<file path="src/hw/rtl/four_point_contour_smoother_top_defines.svh">
// ---------------------------------------------------------------------------
// Assertion macros for the four-point contour smoother.
// Shared property forms, clocked on the rising edge and held off in reset.
// ---------------------------------------------------------------------------
`ifndef FOUR_POINT_CONTOUR_SMOOTHER_TOP_DEFINES_SVH
`define FOUR_POINT_CONTOUR_SMOOTHER_TOP_DEFINES_SVH

// Consequent must hold in the same cycle as the antecedent.
`define FPCS_ASSERT_SAME(lbl, clk, rst, ante, cons, msg) \
  lbl: assert property (@(posedge clk) disable iff (rst) (ante) |-> (cons)) else $error(msg);

// Consequent must hold in the cycle after the antecedent.
`define FPCS_ASSERT_NEXT(lbl, clk, rst, ante, cons, msg) \
  lbl: assert property (@(posedge clk) disable iff (rst) (ante) |=> (cons)) else $error(msg);

`endif

</file>
<file path="src/hw/rtl/fpcs_pkg.sv">
// ---------------------------------------------------------------------------
// fpcs_pkg
// Types and constants shared by the contour smoother modules.
// ---------------------------------------------------------------------------
package fpcs_pkg;

  localparam int SCALE_BITS = 16;
  localparam int RATIO_BITS = 32;
  localparam int FRAC_BITS  = 16;
  localparam int PROD_LIMIT_LOG = 62;
  localparam int CHAIN_DEPTH = 6;
  localparam logic [SCALE_BITS-1:0] SCALE_RESET = 16'd13107;

  // Register index, taken from address bit 2.
  localparam logic REG_BEND_SCALE = 1'b0;

  typedef enum logic [3:0] {
    T_IDLE = 4'b0001,
    T_NEXT = 4'b0010,
    T_CALC = 4'b0100,
    T_SEND = 4'b1000
  } top_state_t;

  typedef enum logic [11:0] {
    S_IDLE  = 12'b000000000001,
    S_SQ23X = 12'b000000000010,
    S_SQ23Y = 12'b000000000100,
    S_RT23  = 12'b000000001000,
    S_SQ14X = 12'b000000010000,
    S_SQ14Y = 12'b000000100000,
    S_RT14  = 12'b000001000000,
    S_DIV   = 12'b000010000000,
    S_GMUL  = 12'b000100000000,
    S_XMUL  = 12'b001000000000,
    S_YMUL  = 12'b010000000000,
    S_DONE  = 12'b100000000000
  } sm_state_t;

  typedef struct packed {
    logic start;
    logic done;
  } sm_ctrl_t;

endpackage

</file>
<file path="src/hw/rtl/four_point_contour_smoother_top.sv">
// ---------------------------------------------------------------------------
// four_point_contour_smoother_top
// Smooths a contour polyline by inserting one point between inner pairs.
// ---------------------------------------------------------------------------
// Usage. Vertices enter on the s_ stream, one beat per vertex, with s_tuser
// giving the contour kind (0 open, 1 closed) and s_tlast on the final vertex.
// Smoothed vertices leave on the m_ stream, m_tlast on the final one. The
// APB port holds bend_scale (Q0.16) at address 0; write it only while idle.
// One vertex is worked on at a time: s_tready is high only while the block
// has nothing in flight. A vertex yields zero to six output beats. A copied
// vertex passes through T_NEXT into the registered output beat. An inserted
// point goes through a shared bit-serial multiplier, square root and divider,
// sized by M = max(COORD_BITS+2, 32); the divide is skipped when the outer
// chord has zero length. The closing vertex of a closed contour needs up to
// three inserted points. That serial datapath sets the throughput.
// When the receiver holds m_tready low the output beat stays registered and
// the sequencer waits. Reset clears the window, the head vertices, the
// vertex count and the sequencer, and sets bend_scale to 0.2.
// ---------------------------------------------------------------------------
`include "four_point_contour_smoother_top_defines.svh"

module four_point_contour_smoother_top #(
  parameter int COORD_BITS = 24,
  parameter int COUNT_BITS = 16
) (
  input  logic        clk,
  input  logic        rst,
  // APB configuration port.
  input  logic        psel,
  input  logic        penable,
  input  logic        pwrite,
  input  logic [2:0]  paddr,
  input  logic [31:0] pwdata,
  output logic [31:0] prdata,
  output logic        pready,
  // Vertex input stream.
  input  logic        s_tvalid,
  output logic        s_tready,
  input  logic [((2*COORD_BITS+7)/8)*8-1:0] s_tdata,  // x_in, y_in, zero fill
  input  logic [0:0]  s_tuser,                         // mode
  input  logic        s_tlast,
  // Smoothed vertex output stream.
  output logic        m_tvalid,
  input  logic        m_tready,
  output logic [((2*COORD_BITS+7)/8)*8-1:0] m_tdata,  // x_out, y_out, zero fill
  output logic        m_tlast
);

  localparam int C   = COORD_BITS;
  localparam int DBW = ((2*C+7)/8)*8;
  localparam int CD  = fpcs_pkg::CHAIN_DEPTH;

  // Configuration register.
  logic [fpcs_pkg::SCALE_BITS-1:0] scale;
  logic cfg_wr;

  assign pready = 1'b1;
  assign cfg_wr = psel && penable && pwrite;
  assign prdata = (paddr[2] == fpcs_pkg::REG_BEND_SCALE) ? 32'(scale) : '0;

  always_ff @(posedge clk) begin
    if (rst) begin
      scale <= fpcs_pkg::SCALE_RESET;
    end else if (cfg_wr && paddr[2] == fpcs_pkg::REG_BEND_SCALE) begin
      scale <= pwdata[fpcs_pkg::SCALE_BITS-1:0];
    end
  end

  // Contour state: the last three vertices and the first three.
  logic [2:0][2*C-1:0] win;
  logic [2:0][2*C-1:0] head;
  logic [COUNT_BITS-1:0] count;

  // Per-vertex plan. The chain holds the points in emission order; an
  // inserted point always uses chain slots 0..3 and the copied vertex is
  // always slot 2, after which the chain shifts down by one.
  logic [CD-1:0][2*C-1:0] chain, chain_next;
  logic [2:0] n_out, n_out_next;
  logic [1:0] n_pairs, n_pairs_next;
  logic [2:0] j;
  logic       item_last;

  fpcs_pkg::top_state_t state;
  fpcs_pkg::sm_ctrl_t   sm_req, sm_rsp;
  logic [C-1:0] qx, qy;
  logic [C-1:0] ox, oy;

  logic accept;
  logic [2*C-1:0] pin;
  logic kge3;
  logic [1:0] ks;

  assign s_tready = (state == fpcs_pkg::T_IDLE);
  assign accept   = s_tvalid && s_tready;
  assign pin      = s_tdata[2*C-1:0];
  assign kge3     = (count >= COUNT_BITS'(3));
  assign ks       = count[1:0];

  always_comb begin
    chain_next   = {head[2], head[1], pin, win[2], win[1], win[0]};
    n_out_next   = 3'd0;
    n_pairs_next = 2'd0;
    if (!s_tuser[0]) begin
      // Open contour.
      if (kge3) begin
        n_pairs_next = 2'd1;
        n_out_next   = s_tlast ? 3'd3 : 3'd2;
      end else if (ks == 2'd2) begin
        chain_next[2] = pin;
        n_out_next    = s_tlast ? 3'd1 : 3'd0;
      end else begin
        chain_next[2] = pin;
        n_out_next    = 3'd1;
      end
    end else if (s_tlast) begin
      // Closing vertex of a closed contour: wrap through the head vertices.
      if (kge3) begin
        chain_next[3] = head[0];
        n_pairs_next  = 2'd3;
        n_out_next    = 3'd6;
      end else begin
        case (ks)
          2'd0: begin
            chain_next[2] = pin;
            n_out_next    = 3'd1;
          end
          2'd1: begin
            chain_next[2] = head[0];
            chain_next[3] = pin;
            n_out_next    = 3'd2;
          end
          default: begin
            chain_next[2] = head[0];
            chain_next[3] = head[1];
            chain_next[4] = pin;
            n_out_next    = 3'd3;
          end
        endcase
      end
    end else begin
      if (kge3) begin
        n_pairs_next = 2'd1;
        n_out_next   = 3'd2;
      end else if (ks == 2'd2) begin
        chain_next[2] = head[1];
        n_out_next    = 3'd1;
      end
    end
  end

  logic want_smooth;
  assign want_smooth = !j[0] && (j < {n_pairs, 1'b0});
  assign sm_req.start = (state == fpcs_pkg::T_NEXT) && (j != n_out) && want_smooth;
  assign sm_req.done  = 1'b0;

  fpcs_smooth #(.C(C)) u_smooth (
    .clk(clk), .rst(rst), .ctrl_in(sm_req), .ctrl_out(sm_rsp),
    .pts({chain[3], chain[2], chain[1], chain[0]}), .scale(scale), .qx(qx), .qy(qy)
  );

  // Sequencer and output register.
  always_ff @(posedge clk) begin
    if (rst) begin
      state    <= fpcs_pkg::T_IDLE;
      m_tvalid <= 1'b0;
      m_tlast  <= 1'b0;
      count    <= '0;
      win      <= '0;
      head     <= '0;
      j        <= '0;
      n_out    <= '0;
      n_pairs  <= '0;
    end else begin
      unique case (state)
        fpcs_pkg::T_IDLE: begin
          if (accept) begin
            n_out     <= n_out_next;
            n_pairs   <= n_pairs_next;
            j         <= '0;
            win       <= {pin, win[2], win[1]};
            if (!kge3) head[ks] <= pin;
            if (s_tlast) count <= '0;
            else if (count != '1) count <= count + 1'b1;
            state <= fpcs_pkg::T_NEXT;
          end
        end
        fpcs_pkg::T_NEXT: begin
          if (j == n_out) begin
            state <= fpcs_pkg::T_IDLE;
          end else if (want_smooth) begin
            state <= fpcs_pkg::T_CALC;
          end else begin
            j        <= j + 1'b1;
            m_tvalid <= 1'b1;
            m_tlast  <= item_last && (j + 1'b1 == n_out);
            state    <= fpcs_pkg::T_SEND;
          end
        end
        fpcs_pkg::T_CALC: begin
          if (sm_rsp.done) begin
            j        <= j + 1'b1;
            m_tvalid <= 1'b1;
            m_tlast  <= item_last && (j + 1'b1 == n_out);
            state    <= fpcs_pkg::T_SEND;
          end
        end
        fpcs_pkg::T_SEND: begin
          if (m_tready) begin
            m_tvalid <= 1'b0;
            state    <= fpcs_pkg::T_NEXT;
          end
        end
        default: state <= fpcs_pkg::T_IDLE;
      endcase
    end
  end

  // Payload: chain, item flag and output coordinates.
  always_ff @(posedge clk) begin
    if (accept) begin
      chain     <= chain_next;
      item_last <= s_tlast;
    end else if (state == fpcs_pkg::T_NEXT && j != n_out && !want_smooth) begin
      ox <= chain[2][C-1:0];
      oy <= chain[2][2*C-1:C];
      for (int i = 0; i < CD - 1; i++) begin
        chain[i] <= chain[i+1];
      end
    end else if (state == fpcs_pkg::T_CALC && sm_rsp.done) begin
      ox <= qx;
      oy <= qy;
    end
  end

  assign m_tdata = DBW'({oy, ox});

  // The output beat is only presented while the sequencer is sending.
  `FPCS_ASSERT_SAME(a_valid_in_send, clk, rst, m_tvalid, state == fpcs_pkg::T_SEND, "beat outside send")
  // The step index never runs past the planned beat count.
  `FPCS_ASSERT_SAME(a_step_bound, clk, rst, 1'b1, j <= n_out, "step index past plan")
  // A started smoothing job always moves the sequencer into its calculation state.
  `FPCS_ASSERT_NEXT(a_start_calc, clk, rst, sm_req.start, state == fpcs_pkg::T_CALC, "start lost")
  // The final beat of a contour closes the plan of its vertex.
  `FPCS_ASSERT_SAME(a_last_final, clk, rst, m_tvalid && m_tlast, j == n_out && item_last, "bad last")

endmodule

</file>
<file path="src/hw/rtl/fpcs_mul.sv">
// ---------------------------------------------------------------------------
// fpcs_mul
// Unsigned shift-add multiplier, one multiplier bit per cycle.
// ---------------------------------------------------------------------------
module fpcs_mul #(
  parameter int W = 32
) (
  input  logic           clk,
  input  logic           rst,
  input  logic           start,
  input  logic [W-1:0]   a,
  input  logic [W-1:0]   b,
  output logic           done,
  output logic [2*W-1:0] p
);

  localparam int CW = $clog2(W + 1);

  logic          run;
  logic [CW-1:0] cnt;
  logic [2*W-1:0] sh_a;
  logic [W-1:0]   sh_b;

  always_ff @(posedge clk) begin
    if (rst) begin
      run  <= 1'b0;
      done <= 1'b0;
      cnt  <= '0;
    end else begin
      done <= 1'b0;
      if (start) begin
        run <= 1'b1;
        cnt <= CW'(W);
      end else if (run) begin
        cnt <= cnt - 1'b1;
        if (cnt == CW'(1)) begin
          run  <= 1'b0;
          done <= 1'b1;
        end
      end
    end
  end

  always_ff @(posedge clk) begin
    if (start) begin
      p    <= '0;
      sh_a <= {{W{1'b0}}, a};
      sh_b <= b;
    end else if (run) begin
      if (sh_b[0]) begin
        p <= p + sh_a;
      end
      sh_a <= {sh_a[2*W-2:0], 1'b0};
      sh_b <= {1'b0, sh_b[W-1:1]};
    end
  end

endmodule

</file>
<file path="src/hw/rtl/fpcs_sqrt.sv">
// ---------------------------------------------------------------------------
// fpcs_sqrt
// Restoring integer square root, one root bit per cycle.
// ---------------------------------------------------------------------------
module fpcs_sqrt #(
  parameter int W = 32
) (
  input  logic           clk,
  input  logic           rst,
  input  logic           start,
  input  logic [2*W-1:0] rad,
  output logic           done,
  output logic [W-1:0]   root
);

  localparam int CW = $clog2(W + 1);

  logic           run;
  logic [CW-1:0]  cnt;
  logic [2*W-1:0] sh;
  logic [W-1:0]   rem;
  logic [W+1:0]   rem_s;
  logic [W+1:0]   trial;
  logic           fits;

  assign rem_s = {rem, sh[2*W-1:2*W-2]};
  assign trial = {root, 2'b01};
  assign fits  = (rem_s >= trial);

  always_ff @(posedge clk) begin
    if (rst) begin
      run  <= 1'b0;
      done <= 1'b0;
      cnt  <= '0;
    end else begin
      done <= 1'b0;
      if (start) begin
        run <= 1'b1;
        cnt <= CW'(W);
      end else if (run) begin
        cnt <= cnt - 1'b1;
        if (cnt == CW'(1)) begin
          run  <= 1'b0;
          done <= 1'b1;
        end
      end
    end
  end

  always_ff @(posedge clk) begin
    if (start) begin
      sh   <= rad;
      rem  <= '0;
      root <= '0;
    end else if (run) begin
      sh <= {sh[2*W-3:0], 2'b00};
      if (fits) begin
        rem  <= W'(rem_s - trial);
        root <= {root[W-2:0], 1'b1};
      end else begin
        rem  <= W'(rem_s);
        root <= {root[W-2:0], 1'b0};
      end
    end
  end

endmodule

</file>
<file path="src/hw/rtl/fpcs_div.sv">
// ---------------------------------------------------------------------------
// fpcs_div
// Restoring unsigned divider, one quotient bit per cycle.
// ---------------------------------------------------------------------------
module fpcs_div #(
  parameter int NW = 48,
  parameter int DW = 32
) (
  input  logic          clk,
  input  logic          rst,
  input  logic          start,
  input  logic [NW-1:0] num,
  input  logic [DW-1:0] den,
  output logic          done,
  output logic [NW-1:0] quo
);

  localparam int CW = $clog2(NW + 1);

  logic          run;
  logic [CW-1:0] cnt;
  logic [NW-1:0] sh;
  logic [DW-1:0] dv;
  logic [DW-1:0] rem;
  logic [DW:0]   rem_s;
  logic          fits;

  assign rem_s = {rem, sh[NW-1]};
  assign fits  = (rem_s >= {1'b0, dv});

  always_ff @(posedge clk) begin
    if (rst) begin
      run  <= 1'b0;
      done <= 1'b0;
      cnt  <= '0;
    end else begin
      done <= 1'b0;
      if (start) begin
        run <= 1'b1;
        cnt <= CW'(NW);
      end else if (run) begin
        cnt <= cnt - 1'b1;
        if (cnt == CW'(1)) begin
          run  <= 1'b0;
          done <= 1'b1;
        end
      end
    end
  end

  always_ff @(posedge clk) begin
    if (start) begin
      sh  <= num;
      dv  <= den;
      rem <= '0;
      quo <= '0;
    end else if (run) begin
      sh <= {sh[NW-2:0], 1'b0};
      if (fits) begin
        rem <= DW'(rem_s - {1'b0, dv});
        quo <= {quo[NW-2:0], 1'b1};
      end else begin
        rem <= DW'(rem_s);
        quo <= {quo[NW-2:0], 1'b0};
      end
    end
  end

endmodule

</file>
<file path="src/hw/rtl/fpcs_smooth.sv">
// ---------------------------------------------------------------------------
// fpcs_smooth
// Sequencer that computes one inserted point from a four-point window,
// sharing a serial multiplier, square root and divider.
// ---------------------------------------------------------------------------
module fpcs_smooth #(
  parameter int C = 24
) (
  input  logic                  clk,
  input  logic                  rst,
  input  fpcs_pkg::sm_ctrl_t    ctrl_in,
  output fpcs_pkg::sm_ctrl_t    ctrl_out,
  input  logic [3:0][2*C-1:0]   pts,
  input  logic [fpcs_pkg::SCALE_BITS-1:0] scale,
  output logic [C-1:0]          qx,
  output logic [C-1:0]          qy
);

  localparam int MW = (C + 2 > 32) ? C + 2 : 32;
  localparam int PW = 2 * MW;
  localparam int TW = PW + 2;
  localparam int RB = fpcs_pkg::RATIO_BITS;
  localparam int FB = fpcs_pkg::FRAC_BITS;
  localparam logic [PW-1:0] LIMIT = PW'(1) << fpcs_pkg::PROD_LIMIT_LOG;
  localparam logic signed [TW-1:0] HI = TW'((64'sd1 <<< (C - 1)) - 64'sd1);
  localparam logic signed [TW-1:0] LO = -HI - TW'(1);

  fpcs_pkg::sm_state_t state;
  logic kick;
  logic [3:0][2*C-1:0] pt;
  logic [PW-1:0] sqa;
  logic [PW-1:0] rad;
  logic [MW-1:0] l23;
  logic [MW-1:0] l14;
  logic [RB-1:0] ratio;
  logic [RB-1:0] g;

  logic signed [C-1:0] x1, x2, x3, x4, y1, y2, y3, y4;
  assign x1 = pt[0][C-1:0];
  assign y1 = pt[0][2*C-1:C];
  assign x2 = pt[1][C-1:0];
  assign y2 = pt[1][2*C-1:C];
  assign x3 = pt[2][C-1:0];
  assign y3 = pt[2][2*C-1:C];
  assign x4 = pt[3][C-1:0];
  assign y4 = pt[3][2*C-1:C];

  // Segment deltas and their magnitudes.
  logic signed [C:0] dx23, dy23, dx14, dy14;
  logic [C:0] ux23, uy23, ux14, uy14;
  assign dx23 = (C+1)'(x2) - (C+1)'(x3);
  assign dy23 = (C+1)'(y2) - (C+1)'(y3);
  assign dx14 = (C+1)'(x1) - (C+1)'(x4);
  assign dy14 = (C+1)'(y1) - (C+1)'(y4);
  assign ux23 = dx23[C] ? (C+1)'(-dx23) : (C+1)'(dx23);
  assign uy23 = dy23[C] ? (C+1)'(-dy23) : (C+1)'(dy23);
  assign ux14 = dx14[C] ? (C+1)'(-dx14) : (C+1)'(dx14);
  assign uy14 = dy14[C] ? (C+1)'(-dy14) : (C+1)'(dy14);

  // Offset of mid23 against mid14, doubled, per axis.
  logic signed [C:0]   sx23, sy23;
  logic signed [C+1:0] ex, ey;
  logic [C+1:0] mx, my;
  assign sx23 = (C+1)'(x2) + (C+1)'(x3);
  assign sy23 = (C+1)'(y2) + (C+1)'(y3);
  assign ex = (C+2)'(sx23) - (C+2)'(x1) - (C+2)'(x4);
  assign ey = (C+2)'(sy23) - (C+2)'(y1) - (C+2)'(y4);
  assign mx = ex[C+1] ? (C+2)'(-ex) : (C+2)'(ex);
  assign my = ey[C+1] ? (C+2)'(-ey) : (C+2)'(ey);

  // Shared serial units.
  logic [MW-1:0] mul_a, mul_b;
  logic [PW-1:0] mul_p;
  logic mul_done, sqrt_done, div_done;
  logic [MW-1:0] sqrt_root;
  logic [MW+FB-1:0] div_q;
  logic mul_start, sqrt_start, div_start;

  always_comb begin
    mul_a = '0;
    mul_b = '0;
    unique case (state)
      fpcs_pkg::S_SQ23X: begin mul_a = MW'(ux23); mul_b = MW'(ux23); end
      fpcs_pkg::S_SQ23Y: begin mul_a = MW'(uy23); mul_b = MW'(uy23); end
      fpcs_pkg::S_SQ14X: begin mul_a = MW'(ux14); mul_b = MW'(ux14); end
      fpcs_pkg::S_SQ14Y: begin mul_a = MW'(uy14); mul_b = MW'(uy14); end
      fpcs_pkg::S_GMUL:  begin mul_a = MW'(ratio); mul_b = MW'(scale); end
      fpcs_pkg::S_XMUL:  begin mul_a = MW'(mx); mul_b = MW'(g); end
      fpcs_pkg::S_YMUL:  begin mul_a = MW'(my); mul_b = MW'(g); end
      default: begin mul_a = '0; mul_b = '0; end
    endcase
  end

  assign mul_start = kick && (state == fpcs_pkg::S_SQ23X || state == fpcs_pkg::S_SQ23Y ||
                              state == fpcs_pkg::S_SQ14X || state == fpcs_pkg::S_SQ14Y ||
                              state == fpcs_pkg::S_GMUL  || state == fpcs_pkg::S_XMUL  ||
                              state == fpcs_pkg::S_YMUL);
  assign sqrt_start = kick && (state == fpcs_pkg::S_RT23 || state == fpcs_pkg::S_RT14);
  assign div_start  = kick && (state == fpcs_pkg::S_DIV);

  fpcs_mul #(.W(MW)) u_mul (
    .clk(clk), .rst(rst), .start(mul_start), .a(mul_a), .b(mul_b),
    .done(mul_done), .p(mul_p)
  );

  fpcs_sqrt #(.W(MW)) u_sqrt (
    .clk(clk), .rst(rst), .start(sqrt_start), .rad(rad),
    .done(sqrt_done), .root(sqrt_root)
  );

  fpcs_div #(.NW(MW + FB), .DW(MW)) u_div (
    .clk(clk), .rst(rst), .start(div_start), .num({l23, FB'(0)}), .den(l14),
    .done(div_done), .quo(div_q)
  );

  // Final combine: t = s23*2^16 +/- |e|*g, rounded half up by 2^17, saturated.
  function automatic logic [C-1:0] axis_value(input logic signed [C:0] s23,
                                              input logic neg,
                                              input logic [PW-1:0] prod);
    logic signed [TW-1:0] tot;
    logic signed [TW-1:0] res;
    logic [C-1:0] v;
    tot = TW'(s23) <<< FB;
    if (neg) tot = tot - TW'(prod);
    else tot = tot + TW'(prod);
    tot = tot + (TW'(1) <<< FB);
    res = tot >>> (FB + 1);
    if (prod > LIMIT) v = neg ? C'(LO) : C'(HI);
    else if (res > HI) v = C'(HI);
    else if (res < LO) v = C'(LO);
    else v = C'(res);
    return v;
  endfunction

  logic [PW-1:0] gsum;
  assign gsum = mul_p + PW'(1 << (FB - 1));

  always_ff @(posedge clk) begin
    if (rst) begin
      state <= fpcs_pkg::S_IDLE;
      kick  <= 1'b0;
    end else begin
      kick <= 1'b0;
      unique case (state)
        fpcs_pkg::S_IDLE:  if (ctrl_in.start) begin state <= fpcs_pkg::S_SQ23X; kick <= 1'b1; end
        fpcs_pkg::S_SQ23X: if (mul_done) begin state <= fpcs_pkg::S_SQ23Y; kick <= 1'b1; end
        fpcs_pkg::S_SQ23Y: if (mul_done) begin state <= fpcs_pkg::S_RT23; kick <= 1'b1; end
        fpcs_pkg::S_RT23:  if (sqrt_done) begin state <= fpcs_pkg::S_SQ14X; kick <= 1'b1; end
        fpcs_pkg::S_SQ14X: if (mul_done) begin state <= fpcs_pkg::S_SQ14Y; kick <= 1'b1; end
        fpcs_pkg::S_SQ14Y: if (mul_done) begin state <= fpcs_pkg::S_RT14; kick <= 1'b1; end
        fpcs_pkg::S_RT14: begin
          if (sqrt_done) begin
            state <= (sqrt_root == '0) ? fpcs_pkg::S_GMUL : fpcs_pkg::S_DIV;
            kick  <= 1'b1;
          end
        end
        fpcs_pkg::S_DIV:   if (div_done) begin state <= fpcs_pkg::S_GMUL; kick <= 1'b1; end
        fpcs_pkg::S_GMUL:  if (mul_done) begin state <= fpcs_pkg::S_XMUL; kick <= 1'b1; end
        fpcs_pkg::S_XMUL:  if (mul_done) begin state <= fpcs_pkg::S_YMUL; kick <= 1'b1; end
        fpcs_pkg::S_YMUL:  if (mul_done) state <= fpcs_pkg::S_DONE;
        fpcs_pkg::S_DONE:  state <= fpcs_pkg::S_IDLE;
        default: state <= fpcs_pkg::S_IDLE;
      endcase
    end
  end

  assign ctrl_out.start = 1'b0;
  assign ctrl_out.done  = (state == fpcs_pkg::S_DONE);

  always_ff @(posedge clk) begin
    if (state == fpcs_pkg::S_IDLE && ctrl_in.start) pt <= pts;
    if (mul_done && state == fpcs_pkg::S_SQ23X) sqa <= mul_p;
    if (mul_done && state == fpcs_pkg::S_SQ14X) sqa <= mul_p;
    if (mul_done && (state == fpcs_pkg::S_SQ23Y || state == fpcs_pkg::S_SQ14Y)) begin
      rad <= sqa + mul_p;
    end
    if (sqrt_done && state == fpcs_pkg::S_RT23) l23 <= sqrt_root;
    if (sqrt_done && state == fpcs_pkg::S_RT14) begin
      l14 <= sqrt_root;
      if (sqrt_root == '0) ratio <= '0;
    end
    if (div_done) begin
      ratio <= (|div_q[MW+FB-1:RB]) ? '1 : div_q[RB-1:0];
    end
    if (mul_done && state == fpcs_pkg::S_GMUL) g <= gsum[FB+RB-1:FB];
    if (mul_done && state == fpcs_pkg::S_XMUL) qx <= axis_value(sx23, ex[C+1], mul_p);
    if (mul_done && state == fpcs_pkg::S_YMUL) qy <= axis_value(sy23, ey[C+1], mul_p);
  end

endmodule
</file>
<file path="config.mk">
export PLATFORM = sky130hd
export DESIGN_NAME = four_point_contour_smoother_top
export DESIGN_NICKNAME = d
export VERILOG_FILES = /design/src/hw/rtl/fpcs_pkg.sv /design/src/hw/rtl/four_point_contour_smoother_top.sv /design/src/hw/rtl/fpcs_mul.sv /design/src/hw/rtl/fpcs_sqrt.sv /design/src/hw/rtl/fpcs_div.sv /design/src/hw/rtl/fpcs_smooth.sv
export VERILOG_INCLUDE_DIRS = /design/src /design/src/hw/rtl
export SDC_FILE = /design/constraint.sdc
export NUM_CORES = 2
export LEC_CHECK = 0
export BUFFER_PORTS_ARGS = -buffer_cell sky130_fd_sc_hd__buf_4
export CAP_MARGIN = 20
export CORE_MARGIN = 2
export CORE_UTILIZATION = 50
export DETAILED_ROUTE_END_ITERATION = 10
export PLACE_DENSITY = 0.7
export RECOVER_POWER = 25
export SETUP_SLACK_MARGIN = 0.02
export SLEW_MARGIN = 40
export SYNTH_ARGS = -nofsm -noshare
export SYNTH_HDL_FRONTEND = slang
export SYNTH_SLANG_ARGS = --single-unit
</file>
<file path="constraint.sdc">
create_clock -name clk -period 28.1 [get_ports clk]
set_input_delay 5.62 -clock clk [delete_from_list [all_inputs] [get_ports clk]]
set_output_delay 5.62 -clock clk [all_outputs]
set_load 0.005 [all_outputs]
</file>
# Yosys cells after proc, flatten, opt, wreduce, memory -nomap -nowiden

Index checks and enable logic that the tools add are counted.

Register bits: 1636
Input bits: 92
Output and inout port bits: 84
Word-level logic and storage cells: 352

$add $sub $neg: 32
$lt $le $gt $ge: 11
Equal/unequal tests: 41
Multiplexer cells: 133
Bitwise gates (word level): 6
Reductions and logical operators: 69

Operators with widths:

| cell                                                                    | number |
|---|---|
| 48-bit two-way mux                                                      | 14 |
| 240-bit two-way mux                                                     | 2 |
| 32-bit two-way mux                                                      | 10 |
| 24-bit two-way mux                                                      | 12 |
| 66-bit two-way mux                                                      | 4 |
| 64-bit two-way mux                                                      | 4 |
| 32-bit one-hot mux with 7 select lines                                  | 1 |
| 96-bit two-way mux                                                      | 2 |
| 32-bit one-hot mux with 6 select lines                                  | 1 |
| 144-bit bitwise mux                                                     | 1 |
| 41-bit by 65-bit adder with 66-bit output                               | 2 |
| 66-bit by 18-bit adder with 66-bit output (second input constant)       | 2 |
| 12-bit two-way mux                                                      | 11 |
| 12-bit one-hot mux with 11 select lines                                 | 1 |
| 41-bit by 65-bit subtractor with 66-bit output                          | 2 |
| 64-bit adder                                                            | 2 |
| 25-bit two-way mux                                                      | 4 |
| 25-bit negation                                                         | 4 |
| 24-bit by 24-bit subtractor with 25-bit output                          | 4 |
| 49-bit by 24-bit > comparator with 1-bit output (second input constant) | 2 |
| 49-bit by 24-bit < comparator with 1-bit output (second input constant) | 2 |
| 48-bit demux with 2-bit select                                          | 1 |
| 64-bit by 63-bit > comparator with 1-bit output (second input constant) | 1 |
| 32-bit subtractor                                                       | 2 |
| 69 further kinds                                                        | 201 |

# Logic depth before layout (Yosys ltp)

Word-level depth: 10
Mapped depth: 48
Depth with buffers taken out: 42

# Cells and area by module

A second synthesis with hierarchy kept.

Cell total of the unflattened synthesis: 11786
Area, all modules: 107443.0 µm²

By module, submodules not included:

| module                          | times used | cells an instance | area each (µm²) | sequential area each (µm²) |
|---|---|---|---|---|
| fpcs_smooth                     | 1          | 6025              | 52120.0         | 15154.5 |
| four_point_contour_smoother_top | 1          | 3106              | 29316.9         | 16786.1 |
| fpcs_mul                        | 1          | 1096              | 10032.1         | 4003.8 |
| fpcs_div                        | 1          | 793               | 8395.6          | 4164.0 |
| fpcs_sqrt                       | 1          | 766               | 7578.5          | 3363.2 |

# Worst setup path before layout

OpenSTA, ideal clock, no wires.

Path kind: input-to-reg
Start: input port s_tvalid
End: register chain[0] in the netlist's numbering, enable pin
Setup time: 1842 ps
Arrival: 10521 ps
Data required time: 26258 ps
Slack: 15737 ps
Cell stages on the path: 5
Path buffers: 3
Cell sequence: nand2_1 -> clkbuf_1 -> clkbuf_1 -> clkbuf_1 -> nand2_1

Longest elaborated chain between the ends: 2

Ends and longest elaborated chain:

| element                             | RTL line                               | RTL |
|---|---|---|
| from (decl)                         | four_point_contour_smoother_top.sv:37  | `input logic s_tvalid,` |
| 1-bit logical AND                   | four_point_contour_smoother_top.sv:94  | `assign accept = s_tvalid && s_tready;` |
| 2-bit nonzero test (no source line) | -                                      |  |
| to (signal assigned)                | four_point_contour_smoother_top.sv:221 | `chain <= chain_next;` |
| to (signal, indexed assignment)     | four_point_contour_smoother_top.sv:227 | `chain[i] <= chain[i+1];` |
| to (decl)                           | four_point_contour_smoother_top.sv:77  | `logic [CD-1:0][2*C-1:0] chain, chain_next;` |

No other way between the ends.
A chain may end at the register's enable or synchronous reset.

# Final worst setup path

Start: register u_smooth.pt[73] in the netlist's numbering
End: register u_smooth.qy[0] (data pin)

Longest elaborated chain between the ends: 10
Elaborated cells between the ends (all ways): 14
Those cells by class: add/sub (6); order compare (2); mux (6)

Ends and longest elaborated chain:

| element                                         | RTL line           | RTL |
|---|---|---|
| from (decl)                                     | fpcs_smooth.sv:30  | `logic [3:0][2*C-1:0] pt;` |
| from (signal assigned)                          | fpcs_smooth.sv:171 | `if (state == fpcs_pkg::S_IDLE && ctrl_in.start) pt <= pts;` |
| 24-bit by 24-bit adder with 25-bit output (*)   | fpcs_smooth.sv:65  | `assign sy23 = (C+1)'(y2) + (C+1)'(y3);` |
| 25-bit by 24-bit subtractor with 26-bit output  | fpcs_smooth.sv:67  | `assign ey = (C+2)'(sy23) - (C+2)'(y1) - (C+2)'(y4);` |
| 26-bit by 24-bit subtractor with 26-bit output  | fpcs_smooth.sv:67  |  |
| 66-bit two-way mux                              | fpcs_smooth.sv:124 | `if (neg) tot = tot - TW'(prod);` |
| 66-bit two-way mux                              | fpcs_smooth.sv:187 | `if (mul_done && state == fpcs_pkg::S_YMUL) qy <= axis_value(sy23, ey[C+1], mul_p);` |
| 66-bit by 18-bit adder with 66-bit output       | fpcs_smooth.sv:126 | `tot = tot + (TW'(1) <<< FB);` |
| 49-bit by 24-bit < comparator with 1-bit output | fpcs_smooth.sv:130 | `else if (res < LO) v = C'(LO);` |
| 24-bit two-way mux                              | fpcs_smooth.sv:130 |  |
| 24-bit two-way mux                              | fpcs_smooth.sv:129 | `else if (res > HI) v = C'(HI);` |
| 24-bit two-way mux (*)                          | fpcs_smooth.sv:128 | `if (prod > LIMIT) v = neg ? C'(LO) : C'(HI);` |
| to (signal assigned)                            | fpcs_smooth.sv:187 |  |
| to (decl)                                       | fpcs_smooth.sv:16  | `output logic [C-1:0] qy` |

Mark *: on every way between the ends. The rest lies on a longest branch, timed or not. The select of a mux whose other input is x is not followed.

==> impl_metrics.env <==
export IMPL_pin_count=176
export IMPL_ant_nets=0
export IMPL_crit_path_top_delay_cell="a2111oi_0"
export IMPL_hold_viol=0
export IMPL_cts_htree_levels=4
export IMPL_fmax_mhz=83.55
export IMPL_tns_ps=0
export IMPL_p_sw_share_pct=26.22
export IMPL_gr_total_overflow=0
export IMPL_cp_data_arrival_time_ps=12530
export IMPL_path_max_fanout=51
export IMPL_initial_core_util_pct=50.19
export IMPL_vdd_drop_max_v=0.00006099
export IMPL_rows=165
export IMPL_die_height_um=454.0
export IMPL_clk_pin_slew_worst_paths_ps=60
export IMPL_clock_sinks=1635
export IMPL_worst_pin_slew_ps=4233
export IMPL_worst_hold_slack_ps=399.6
export IMPL_ys_flop_type="edfxtp_1"
export IMPL_final_cells=13990
export IMPL_rsz0062_at_grt="false"
export IMPL_synth_area_top_cells="edfxtp_1, dfxtp_1, ha_1"
export IMPL_yosysUniqueCellTypes=108
export IMPL_drt_vias_per_instance=5.965
export IMPL_synth_area_um2=101200
export IMPL_cp_slowest_stage_delay_ps=760
export IMPL_path_class="reg -> reg"
export IMPL_grt_max_degree=149
export IMPL_cts_resized=0
export IMPL_antenna_found_initial=14
export IMPL_min_period_ps=11970
export IMPL_fillers=17990
export IMPL_routed_via_count=83440
export IMPL_finalWeightedCongestion=0.9884
export IMPL_ctsRootBufferMaster="clkbuf_16"
export IMPL_drive_above_1_share_pct=6.709
export IMPL_seqPwrFrac_pct=46.9
export IMPL_port_buffer_count=140
export IMPL_failed_checks="max-capacitance violations, max-slew violations"
export IMPL_hold_class="reg -> reg"
export IMPL_areaGrowthSynthToFinish_pct=9.652
export IMPL_core_area_um2=201700
export IMPL_nets=11970
export IMPL_drv_slew=335
export IMPL_finalSetupViolCount=0
export IMPL_maxCapViolCount=8
export IMPL_slew_headroom_pct=-182.2
export IMPL_r2r_start="u_smooth.pt[73]$_DFFE_PP_"
export IMPL_tritoncts="yes"
export IMPL_synth_edf_count=1025
export IMPL_skew_ps=57.21
export IMPL_cts_path_max_buffers=3
export IMPL_r2r_end="u_smooth.qy[0]$_DFFE_PP_"
export IMPL_die_w_um=454.0
export IMPL_drtPass1Iterations=9
export IMPL_grt_pass1_wl_mm=480.7
export IMPL_hold_depth=0
export IMPL_power_switching_mw=1.515
export IMPL_grt_pass1_vias=79900
export IMPL_drc=0
export IMPL_hold_path_startpoint="u_smooth.l14[12]$_DFFE_PP_"
export IMPL_yosysTopAreaCell="edfxtp_1"
export IMPL_total_power_mw=5.776
export IMPL_cp_end_kind="register"
export IMPL_cp_start_kind="register"
export IMPL_cellPowerDensity_nw_per_um2=52.04
export IMPL_synthCells=11220
export IMPL_placed_cells=13660
export IMPL_holdPathEnd="u_smooth.u_div.dv[12]$_DFFE_PP_"
export IMPL_outcome="finished, violations left"
export IMPL_ys_seq_area_share_pct=42.47
export IMPL_yosysWarnings=0
export IMPL_synth_top_area_share_pct=30.40
export IMPL_drt_initial_drc_count=7953
export IMPL_wl_per_cell_um=22.82
export IMPL_synth_area_per_cell_um2=9.022
export IMPL_hpwl_mm=235.5
export IMPL_pwr_share_comb_pct=11.7
export IMPL_clock_latency_ps=860
export IMPL_wl_mm=319.3
export IMPL_cp_common_cell="a21oi_1"
export IMPL_final_util_pct=55.04
export IMPL_required_ps=28670
export IMPL_postCtsSetupRepairBufs=0
export IMPL_async_reset_ff_share_pct=0
export IMPL_ys_ff_latch=1635
export IMPL_r2r_slack_ps=16130
export IMPL_fin_crit_sh_pct=42.59
export IMPL_cts_hold_buf=0
export IMPL_leakage_nw=43.58
export IMPL_grt_total_usage_pct=30.14
export IMPL_cts_buffers=176
export IMPL_reg2regPathDepth=37
export IMPL_dieArea_um2=206100
export IMPL_p_int_mw=4.262
export IMPL_clkPwrFrac_pct=41.4
## metrics by stage
stage,setup slack [ps],area (um2)
final,16130,111000
after global routing,15500,111000
after CTS,16230,111100
after detailed placement,16300,105200
after global placement,16170,104800
after floorplan,15740,101300
## layout make-up
class	instances	area (um2)	share of cell area [%]
antenna	4	10.01	0.009017
clock buffer	230	4791	4.316
clock inverter	99	1180	1.063
inverter	692	2606	2.348
multi-input combinational	8359	53920	48.58
sequential	1635	43010	38.74
tap	2672	3343	3.012
timing repair buffer	299	2147	1.934
## metal layers
metal / part of all wire (%) / global-route usage [%] / vias up / wire (um)
met4: 5.5 / 14.75 / 2 / 17530
li1: - / - / 39740 / -
met1: 41 / 38.89 / 40100 / 132100
met2: 47 / 49.71 / 2967 / 149500
met3: 6.3 / 4.107 / 639 / 20150
met5: 0.0041 / 0 / - / 13
## critical path, delay by kind of cell (launching register included)
kind                       cells  cell delay (ps)
AOI/OAI and AO/OA             17             4010
xor gates and xnor gates       3             1530
adders and majority gates      3             1210
buffers and inverters          4             1300
DFF                            1              460
muxes                          1              280
and+or+nand+nor                9             2750
## layout by cell type, fill, tap and decap left out, types with 41 or more instances in the layout
cell	n
nand2_1	1877
edfxtp_1	1025
a21oi_1	1008
nor2_1	780
inv_1	685
ha_1	650
dfxtp_1	605
o21ai_0	479
xnor2_1	453
buf_4	228
nor3_1	207
xor2_1	206
mux2i_1	206
clkbuf_16	179
nand3_1	173
a21o_1	162
o22ai_1	124
a31oi_1	123
nand4_1	122
o21bai_1	103
a211oi_1	100
nor2b_1	95
nor4_1	95
o21a_1	92
clkbuf_1	84
nand2b_1	81
and3_1	72
or3_1	67
nor3b_1	66
fa_1	61
o22a_1	51
o31ai_1	45
and2_1	43
o211ai_1	41
## how the worst max path moves through the flow
stage                                   start                         to  slack (ps)  depth (start not counted)
CTS                 u_smooth.pt[73]$_DFFE_PP_  u_smooth.qy[22]$_DFFE_PP_       16230                         37
global route        u_smooth.pt[73]$_DFFE_PP_   u_smooth.qy[2]$_DFFE_PP_       15500                         37
floorplan                            s_tvalid         chain[0]$_DFFE_PP_       15740                          5
finish              u_smooth.pt[73]$_DFFE_PP_   u_smooth.qy[0]$_DFFE_PP_       16130                         37
global placement    u_smooth.pt[73]$_DFFE_PP_   u_smooth.qy[0]$_DFFE_PP_       16170                         37
detailed placement  u_smooth.pt[73]$_DFFE_PP_   u_smooth.qy[1]$_DFFE_PP_       16300                         37
## state kept, by name, indices dropped and copies added, names as in the netlist, 32 cells and up
signal	cells
win	48
u_smooth.ratio	32
u_smooth.l14	32
u_smooth.rad	64
u_smooth.u_mul.p	64
u_smooth.u_mul.sh_b	32
u_smooth.u_sqrt.root	32
u_smooth.sqa	64
u_smooth.u_sqrt.rem	32
u_smooth.g	32
u_smooth.u_div.sh	32
u_smooth.u_div.rem	32
chain	288
u_smooth.pt	192
u_smooth.u_sqrt.sh	64
head	96
chain_next	144
u_smooth.l23	32
u_smooth.u_mul.sh_a	64
u_smooth.u_div.quo	48
u_smooth.u_div.dv	32
## power groups by stage
stage	Sequential [mW]	Clock, mW	Combinational [mW]
after detailed placement	2.76	0	0.663
after global routing	2.72	2.52	0.741
final	2.71	2.39	0.674
after CTS	2.71	2.43	0.667
after global placement	2.76	0	0.644
after floorplan	2.74	0	0.477
## synth_stat cells (all sizes together) (22+ instances only)
cell type     n
nand2      1886
edfxtp     1025
a21oi      1010
nor2        784
inv         689
ha          650
dfxtp       610
o21ai       535
clkbuf      469
xnor2       464
xor2        210
mux2i       208
nor3        208
nand3       174
a21o        162
a31oi       125
o22ai       124
nand4       122
nor4        105
a211oi      104
o21bai      104
nor2b        97
o21a         92
nand2b       86
buf          81
and3         73
nor3b        72
or3          67
fa           61
mux2         54
and2         51
o22a         51
o31ai        49
o211ai       41
or2          39
a221oi       37
o221ai       29
or4          28
a2111oi      27
a211o        27
nand3b       25
o31a         24
a21boi       23
a22oi        22
## kinds of logic (layout without fill, tap and decap cells)
logic type,count (synthesis),after routing,share of synthesized area (%)
AND/OR/NAND/NOR,3903,3903,17.53
multiplexers,268,268,2.807
buffers and inverters,1242,1320,4.760
flip-flops,1635,1635,42.47
other,2,21,0.007418
XOR/XNOR,674,674,5.857
adder cells (fa/ha/maj),711,711,9.240
AO/OA/AOI/OAI,2786,2786,17.33
(Power assumes the default switching activity.)
